`src/rtl/gsuf_ram.sv`:
```
// ----------------------------------------------------------------------------
// gsuf_ram
// Generic simple dual-port RAM: one write port, one read port, registered read.
// ----------------------------------------------------------------------------
module gsuf_ram #(
    parameter int WIDTH = 8,
    parameter int DEPTH = 16
) (
    input  logic                     i_clk,
    input  logic                     i_we,
    input  logic [$clog2(DEPTH)-1:0] i_waddr,
    input  logic [WIDTH-1:0]         i_wdata,
    input  logic [$clog2(DEPTH)-1:0] i_raddr,
    output logic [WIDTH-1:0]         o_rdata
);

    logic [WIDTH-1:0] r_mem [DEPTH];
    logic [WIDTH-1:0] r_rdata;

    // write port
    always_ff @(posedge i_clk) begin
        if (i_we) begin
            r_mem[i_waddr] <= i_wdata;
        end
    end

    // registered read port
    always_ff @(posedge i_clk) begin
        r_rdata <= r_mem[i_raddr];
    end

    assign o_rdata = r_rdata;

endmodule

```
`config.mk`:
```
export PLATFORM = sky130hd
export DESIGN_NAME = gsuf_ram
export DESIGN_NICKNAME = d
export VERILOG_FILES = /design/src/rtl/gsuf_ram.sv
export SDC_FILE = /design/constraint.sdc
export NUM_CORES = 1
export LEC_CHECK = 0
export ABC_CLOCK_PERIOD_IN_PS = 5600
export BUFFER_PORTS_ARGS = -buffer_cell sky130_fd_sc_hd__buf_4
export CAP_MARGIN = 30
export CELL_PAD_IN_SITES_DETAIL_PLACEMENT = 0
export CELL_PAD_IN_SITES_GLOBAL_PLACEMENT = 1
export CORE_ASPECT_RATIO = 0.9
export CORE_MARGIN = 2
export CORE_UTILIZATION = 36
export CTS_CLUSTER_DIAMETER = 200
export DETAILED_ROUTE_END_ITERATION = 10
export GPL_TIMING_DRIVEN = 1
export PLACE_DENSITY_LB_ADDON = 0.25
export SYNTH_ARGS = -nofsm -noshare
export SYNTH_HDL_FRONTEND = slang
export SYNTH_SLANG_ARGS = --single-unit
```
`constraint.sdc`:
```
create_clock -name i_clk -period 5.6 [get_ports i_clk]
set_clock_uncertainty 0.2 [all_clocks]
set_input_delay 0.28 -clock i_clk [delete_from_list [all_inputs] [get_ports i_clk]]
set_output_delay 0.28 -clock i_clk [all_outputs]
set_load 0.01 [all_outputs]
```
==> impl_metrics.yaml <==
status:
  status: "finished clean"
worst_setup_path:
  critPathRequiredTime_ns: 5.69
  worst_setup_path_endpoint: "o_rdata[3]$_DFF_P_"
  r2r-start: "r_mem[1][3]$_DFFE_PP_"
  crit_fanout: 32
  critical_path.startpoint: "i_raddr[0]"
  cp-start-kind: "input pin"
  reg2reg_depth: 3
  reg2reg_to: "o_rdata[3]$_DFF_P_"
  rrSetupSlack_ns: 3.95
  crit_type: "input pin to register"
  arrival_ns: 1.89
  critical_path.endpoint_type: "register"
route:
  num_vias: 2406
  drc_errors: 0
  drtIter0Drc: 220
  post_drt_wl_per_cell_microns: 21.0
  finalWirelength_microns: 10200
  firstDrtPassIters: 4
  drtAntennaViolNets: 0
  via_per_inst: 4.97
flow_run:
  maxCapViolCount: 0
clock_network:
  clk_path_buf_depth: 2
  clock-sinks: 136
  cts_tree: "yes"
  clk_latency_ns: 0.41
  cts_max_level: 4
  cts_root_buf: "clkbuf_16"
  clkTransAtPathRegs_ns: 0.05
  cts_buffers: 17
  cts_setup_buffers: 0
  cts_resized: 0
sta:
  max-slew-margin-rel_pct: 35.2
  slew_viol_final: 0
  finalCritPeriodShare_pct: 32.2
  hold_viol: 0
  fin_ws_ns: 3.80
  setup_viol: 0
  rsz0062_at_grt: "no"
  tightest_slew_ns: 0.968
  period_needed_ns: 1.80
  tns_ns: 0
  max_freq_mhz: 555
floorplan:
  die-area_sq_um: 15300
  die_h_microns: 117
  rows: 41
  design.core.area_sq_um: 14000
  boundaryPins: 26
  dieWidth_microns: 130
  initial_core_util_pct: 36.8
synth:
  ys_ff_latch: 136
  syn-cell-area_sq_um: 5150
  syn_area_per_cell_sq_um: 22.5
  synthDistinctLibCells: 19
  yosysSeqAreaShare_pct: 77.8
  netlist_instances: 229
  syn-num-nets: 247
  yosys_warnings: 0
global_route:
  first_global_vias: 2493
  antenna_found_initial: 0
  grt_pass1_wl_microns: 15500
  grtUsageTotal_pct: 14.8
  grt_max_degree: 33
  grt.overflow.total: 0
pwr:
  power.leakage_nw: 2.04
  switchingPower_mw: 0.451
  p_comb_share_pct: 5.1
  clkPwrFrac_pct: 43.8
  total_power_mw: 2.24
  swShare_pct: 20.1
  power.density_nw_per_um2: 364
  p_int_mw: 1.79
  power_frac_seq_pct: 51.1
  vdd_drop_max_uv: 216
final_layout:
  layout_commonest_cell: "edfxtp_1"
  layout-drive-gt1-share_pct: 26.1
  most-common-layout-cells: "edfxtp_1, buf_4, mux4_2"
  final_cell_area_sq_um: 6150
  n_antenna_cell: 0
  nets: 296
  area_growth_pct: 19.5
hold_path:
  hp-class: "input pin to register"
  hp-start: "i_waddr[0]"
placed_design:
  dpl_cell_area_sq_um: 5550
  place.gp.congestion: 0.691
  portBuffers: 25
  post-dp-hpwl_microns: 6240
  dp_slack_ns: 3.37
critical path: stages:
cell and delay, ns:
buf_4 0.49, mux4_1 0.63, a22oi_1 0.36, nand2_1 0.11
per-layer routing:
metal	track usage, %	vias to the layer above	wire (microns)
met2	22.0	57	4890
met5	0	-	0
met4	7.26	0	206
met3	3.28	15	418
li1	-	1077	-
met1	20.5	1257	4640
area by class of cell:
| type | instances | area (sq um) |
|---|---|---|
| repair buffers | 40 | 328 |
| fillers | 1231 | 7850 |
| clock inverters | 12 | 85.1 |
| multi-input cells | 83 | 1060 |
| flip-flops and latches | 136 | 4000 |
| clock buffers | 20 | 437 |
| well taps | 193 | 241 |
Yosys cell counts:
cell             count  area, sq um
a22oi_1             16          120
and2_1               1         6.26
and2b_1              1         7.51
buf_2                3         15.0
buf_4                1         7.51
buf_6                3         33.8
clkdlybuf4s25_2      3         30.0
dfxtp_1              8          160
edfxtp_1           128         3840
mux4_1              14          368
mux4_2              18          405
nand2_1              9         33.8
nand2b_1             2         12.5
nand3_1              1         5.00
nand3b_1             2         15.0
nor2_1              13         48.8
nor2b_1              1         6.26
nor3_1               4         20.0
or3b_2               1         8.76
stage by stage:
| stage | utilization [%] | hold WS, ns | instances |
|---|---|---|---|
| after floorplan | - | 0.179 | 229 |
| after global placement | 39.4 | 0.399 | 440 |
| after detailed placement | 39.6 | 0.402 | 444 |
| after CTS | 43.9 | 0.0776 | 484 |
| after global routing | 43.9 | 0.0982 | 484 |
| final | 43.9 | 0.0936 | 484 |
power groups by stage:
| stage | sequential (mW) | combinational, mW | clock, mW |
|---|---|---|---|
| 5_1_grt | 1.15 | 0.126 | 1.04 |
| 3_5_place_dp | 1.17 | 0.113 | 0 |
| 6_report | 1.14 | 0.115 | 0.980 |
| 3_3_place_gp | 1.16 | 0.111 | 0 |
| 4_1_cts | 1.14 | 0.117 | 0.998 |
| 2_1_floorplan | 1.17 | 0.0578 | 0 |
worst min path at each step:
stage | to | cells after the start
after floorplan | r_mem[0][0]$_DFFE_PP_ | 0
after global placement | r_mem[5][6]$_DFFE_PP_ | 1
after detailed placement | r_mem[8][7]$_DFFE_PP_ | 1
after CTS | r_mem[0][2]$_DFFE_PP_ | 2
after global routing | r_mem[0][7]$_DFFE_PP_ | 2
final | r_mem[0][7]$_DFFE_PP_ | 2
registers in the layout, summed over array words and instances, names as in the netlist:
signal / flops
o_rdata: 8
r_mem: 128
kinds of logic after synthesis:
logic type	count (synthesis)	share of synthesized area [%]
AO/OA/AOI/OAI	16	2.33
buffers and inverters	10	1.68
flip-flops	136	77.8
multiplexers	32	15.0
AND/OR/NAND/NOR	35	3.18
repair_timing:
item / CTS / global route
hold buffers: 8 / 0
hold endpoints to repair: 128 / 0
setup endpoints to repair: 0 / 0
Power figures use the tool's default switching activity.
