==> config.mk <==
export PLATFORM = sky130hd
export DESIGN_NAME = gsuf_div
export DESIGN_NICKNAME = d
export VERILOG_FILES = /design/src/rtl/gsuf_div.sv
export SDC_FILE = /design/constraint.sdc
export NUM_CORES = 1
export LEC_CHECK = 0
export BUFFER_PORTS_ARGS = -buffer_cell sky130_fd_sc_hd__buf_2
export CAP_MARGIN = 20
export CORE_UTILIZATION = 50
export CTS_CLUSTER_SIZE = 14
export DETAILED_ROUTE_END_ITERATION = 12
export PLACE_DENSITY_LB_ADDON = 0.25
export SLEW_MARGIN = 10
export SYNTH_ARGS = -nofsm -noshare
export SYNTH_HDL_FRONTEND = slang
export SYNTH_SLANG_ARGS = --single-unit
==> constraint.sdc <==
create_clock -name i_clk -period 3.7 [get_ports i_clk]
set_clock_uncertainty 0.05 [all_clocks]
set_input_delay 0.37 -clock i_clk [delete_from_list [all_inputs] [get_ports i_clk]]
set_output_delay 0.37 -clock i_clk [all_outputs]
set_load 0.01 [all_outputs]
==> src/rtl/gsuf_div.sv <==
// ----------------------------------------------------------------------------
// gsuf_div
// Restoring divider, one quotient bit per cycle. Shared by the vertex
// modulo reduction and the k / size threshold term.
// ----------------------------------------------------------------------------
module gsuf_div #(
    parameter int NW = 24,
    parameter int DW = 17
) (
    input  logic          i_clk,
    input  logic          i_rst_n,
    input  logic          i_start,
    input  logic [NW-1:0] i_dividend,
    input  logic [DW-1:0] i_divisor,
    output logic          o_done,
    output logic [NW-1:0] o_quo,
    output logic [DW-1:0] o_rem
);

    localparam int CNTW = $clog2(NW + 1);

    logic            r_busy, n_busy;
    logic            r_done, n_done;
    logic [CNTW-1:0] r_cnt, n_cnt;
    logic [DW-1:0]   r_rem, n_rem;
    logic [NW-1:0]   r_quo, n_quo;
    logic [DW-1:0]   r_dvs, n_dvs;

    logic [DW:0] shifted;
    logic [DW:0] diff;
    logic        ge;

    // one trial subtraction per cycle
    assign shifted = {r_rem, r_quo[NW-1]};
    assign diff    = shifted - {1'b0, r_dvs};
    assign ge      = shifted >= {1'b0, r_dvs};

    always_comb begin
        n_busy = r_busy;
        n_done = 1'b0;
        n_cnt  = r_cnt;
        n_rem  = r_rem;
        n_quo  = r_quo;
        n_dvs  = r_dvs;
        if (i_start) begin
            n_busy = 1'b1;
            n_cnt  = '0;
            n_rem  = '0;
            n_quo  = i_dividend;
            n_dvs  = i_divisor;
        end else if (r_busy) begin
            n_rem = ge ? diff[DW-1:0] : shifted[DW-1:0];
            n_quo = {r_quo[NW-2:0], ge};
            n_cnt = r_cnt + CNTW'(1);
            if (r_cnt == CNTW'(NW - 1)) begin
                n_busy = 1'b0;
                n_done = 1'b1;
            end
        end
    end

    always_ff @(posedge i_clk) begin
        if (!i_rst_n) begin
            r_busy <= 1'b0;
            r_done <= 1'b0;
            r_cnt  <= '0;
        end else begin
            r_busy <= n_busy;
            r_done <= n_done;
            r_cnt  <= n_cnt;
        end
        r_rem <= n_rem;
        r_quo <= n_quo;
        r_dvs <= n_dvs;
    end

    assign o_done = r_done;
    assign o_quo  = r_quo;
    assign o_rem  = r_rem;

endmodule

==> impl_metrics.json <==
{
  "result_of_the_run": "completed",
  "sequential_share_of_the_synthesized_area": 0.500,
  "worst_setup_path_endpoint": "o_rem[4]",
  "number_of_sinks_on_the_clock_net": 65,
  "final.setup.tns_ps": 0,
  "routability_congestion_estimate_from_global_placement": 0.828,
  "syn_nets": 363,
  "crit_path_start": "o_quo[23]",
  "cts.path.max_buffers": 2,
  "layout.core_utilization": 0.637,
  "worst_r2r_endpoint": "o_rem[4]",
  "grt.total_usage": 0.211,
  "num-nets-final": 451,
  "die-area_um2": 7180,
  "wl_per_cell_um": 15.1,
  "r2r_worst_path_depth": 12,
  "die_w_um": 84.7,
  "first_iteration_detailed_routing_drc_count": 140,
  "drc": 0,
  "timing.critical_path.arrival_ps": 3010,
  "chipHeight_um": 84.7,
  "detail-route-antenna-nets": 0,
  "std_cell_rows": 29,
  "reg2reg_setup_slack_ps": 840,
  "hpwlAfterDp_um": 5060,
  "cp_slowest_cell": "sky130_fd_sc_hd__a221oi_2",
  "path_depth": 12,
  "grt_start_max_net_pins": 53,
  "timing.max_cap.violations": 0,
  "area_growth_pct": 20.3,
  "routed-via-count": 2558,
  "count_of_filler_cells_inserted_in_the_layout": 523,
  "totalWireLength_um": 7090,
  "critical-path-max-stage-delay_ps": 410,
  "grt_pass1_wl_um": 11700,
  "cts_tree": "done",
  "grt_pass1_vias": 2585,
  "post-cts-setup-buffers": 0,
  "layout_common_cells": "sky130_fd_sc_hd__buf_2 (85), sky130_fd_sc_hd__edfxtp_1 (41), sky130_fd_sc_hd__mux2_2 (24), sky130_fd_sc_hd__dfxtp_1 (24), sky130_fd_sc_hd__inv_1 (23)",
  "drt-pass1-iter-count": 9,
  "power_per_cell_area_nw_per_um2": 441,
  "rsz_0062_raised_after_global_routing": "no",
  "floorplan.initialDensity": 0.530,
  "yosysUniqueCellTypes": 51,
  "crit_path_end_kind": "register",
  "number_of_failing_hold_endpoints_at_the_final_stage": 0,
  "ys_async_sr_fraction": 0,
  "timing.critical_path.from_type": "register",
  "pin_count": 86,
  "ys_seq_elements": 65,
  "layout.cells.most_common": "sky130_fd_sc_hd__buf_2",
  "synth-warning-count": 0,
  "cts_hold_buffers": 0,
  "grt_antenna_before_repair": 0,
  "synth.avg_cell_area_um2": 11.4,
  "worstMarginPinSlew_ps": 892,
  "syn-cell-area_um2": 3420,
  "clk_latency_ps": 350,
  "cpLargestDelayFamily": "compound AO/OA/AOI/OAI gates",
  "maxSlewHeadroom": 0.404,
  "port_buffers": 85,
  "hold_class": "input pin to register",
  "timing.critical_path.fanout_max": 12,
  "fmaxAchievable_ghz": 0.349,
  "maximum_vdd_ir_drop_mv": 0.310,
  "path_buf_inv": 3,
  "cts_inserted_buffers": 9,
  "timing_worst_setup_path_type": "register to register",
  "globalRouteOverflowTotal": 0,
  "postSynth.topFlopCell": "sky130_fd_sc_hd__edfxtp_1",
  "cp_common_cell": "sky130_fd_sc_hd__inv_1",
  "clockRootBuffer": "sky130_fd_sc_hd__clkbuf_8",
  "htree_levels": 3,
  "r2r-start": "o_quo[23]",
  "post_route_cells_drive_above_1_share": 0.349,
  "via_per_inst": 5.44,
  "report.final.setup_viol": 0,
  "design.core.area_um2": 6460,
  "p_leak_uw": 0.00187,
  "required_time_of_the_critical_path_ps": 3850,
  "post_cts_resize_count": 0,
  "final-max-slew-violation-count": 0,
  "antenna_cells_inserted": 0,
  "final_min_period_over_clock_period": 0.774,
  "worstPathCellList": "inv_1, ha_1, inv_1, fa_1, a21o_1, a221oi_2, o21bai_2, nor2_1, o31a_1, buf_4, mux2i_1, a211oi_1",
  "synth_enable_flop_cells": 41,
  "worst_setup_hold_path_clk_slew_ps": 80,
  "min_period_ps": 2860,
  "power_uw": 1820,
  "gate_count_post_synth": 300
}
[state kept, by name, indices dropped and copies added, names as in the netlist]
signal  cells
r_busy      1
o_quo      24
r_dvs      17
o_rem      17
r_cnt       5
o_done      1
[final cells by class]
class,count,area [um^2],area share
well taps,77,96.3,0.0234
multi-input cells,199,1540,0.374
clock buffers,9,124,0.0301
flip-flops and latches,65,1710,0.416
repair buffers,90,463,0.112
clock inverters,7,93.8,0.0228
inverters,23,86.3,0.0210
[power by group]
group	leakage [uW]	internal (uW)	total (uW)	switching (uW)
logic	0.00116	132	289	157
registers	0.000604	831	857	26.3
clock network	0.000106	379	670	291
total	0.00187	1340	1820	475
[metal layers]
metal,share of wire,global-route usage
met1,0.44,0.258
met4,0.023,0.109
met2,0.48,0.339
met5,0,0
met3,0.058,0.0639
[cell families after synthesis]
logic type                 count (synthesis)  synth area share
muxes                                     34             0.108
buffers and inverters                     36            0.0490
AOI/OAI and AO/OA                         67             0.138
and+or+nand+nor                           63            0.0918
xor gates and xnor gates                  16            0.0410
DFF                                       65             0.500
adders and majority gates                 19            0.0717
[worst min-delay path by stage]
| stage | endpoint | startpoint | slack (ps) | cells after the start |
|---|---|---|---|---|
| 2_1_floorplan | o_done | r_cnt[4] | 400 | 2 |
| 3_5_place_dp | o_done | r_cnt[4] | 420 | 2 |
| 5_1_grt | r_dvs[4] | i_divisor[4] | 120 | 1 |
| 4_1_cts | r_dvs[2] | i_divisor[2] | 130 | 1 |
| 3_3_place_gp | o_done | r_cnt[4] | 430 | 2 |
| 6_report | r_dvs[11] | i_divisor[11] | 140 | 1 |
[through the flow]
step	area (um^2)	hold WS (ps)	instances	setup slack (ps)
after floorplan	3420	401	300	1010
after global placement	3900	427	454	976
after detailed placement	3900	424	454	868
after CTS	4120	131	470	842
after global routing	4120	120	470	609
final	4120	144	470	837
[cell usage after synthesis, types with 2 or more instances]
cell / instances / area [um^2]
sky130_fd_sc_hd__xnor2_1: 6 / 52.6
sky130_fd_sc_hd__inv_1: 23 / 86.3
sky130_fd_sc_hd__nor2_1: 19 / 71.3
sky130_fd_sc_hd__edfxtp_1: 41 / 1230
sky130_fd_sc_hd__a21o_1: 6 / 45.0
sky130_fd_sc_hd__nor3_1: 2 / 10.0
sky130_fd_sc_hd__clkbuf_1: 7 / 26.3
sky130_fd_sc_hd__buf_1: 2 / 7.51
sky130_fd_sc_hd__or3b_2: 2 / 17.5
sky130_fd_sc_hd__o31ai_1: 4 / 30.0
sky130_fd_sc_hd__nand3_1: 2 / 10.0
sky130_fd_sc_hd__dfxtp_1: 24 / 480
sky130_fd_sc_hd__nor2b_1: 2 / 12.5
sky130_fd_sc_hd__nand4_1: 5 / 31.3
sky130_fd_sc_hd__o21ai_0: 11 / 55.1
sky130_fd_sc_hd__a211oi_1: 8 / 60.1
sky130_fd_sc_hd__mux2_2: 24 / 270
sky130_fd_sc_hd__nand4b_1: 2 / 17.5
sky130_fd_sc_hd__a21oi_1: 12 / 60.1
sky130_fd_sc_hd__a32oi_1: 8 / 70.1
sky130_fd_sc_hd__xor2_1: 10 / 87.6
sky130_fd_sc_hd__ha_1: 18 / 225
sky130_fd_sc_hd__mux2i_1: 10 / 100
sky130_fd_sc_hd__buf_6: 2 / 22.5
sky130_fd_sc_hd__nand2b_1: 6 / 37.5
sky130_fd_sc_hd__nand2_1: 17 / 63.8
sky130_fd_sc_hd__o21ai_1: 3 / 15.0
Note: power is estimated with default switching activity, not from simulation.
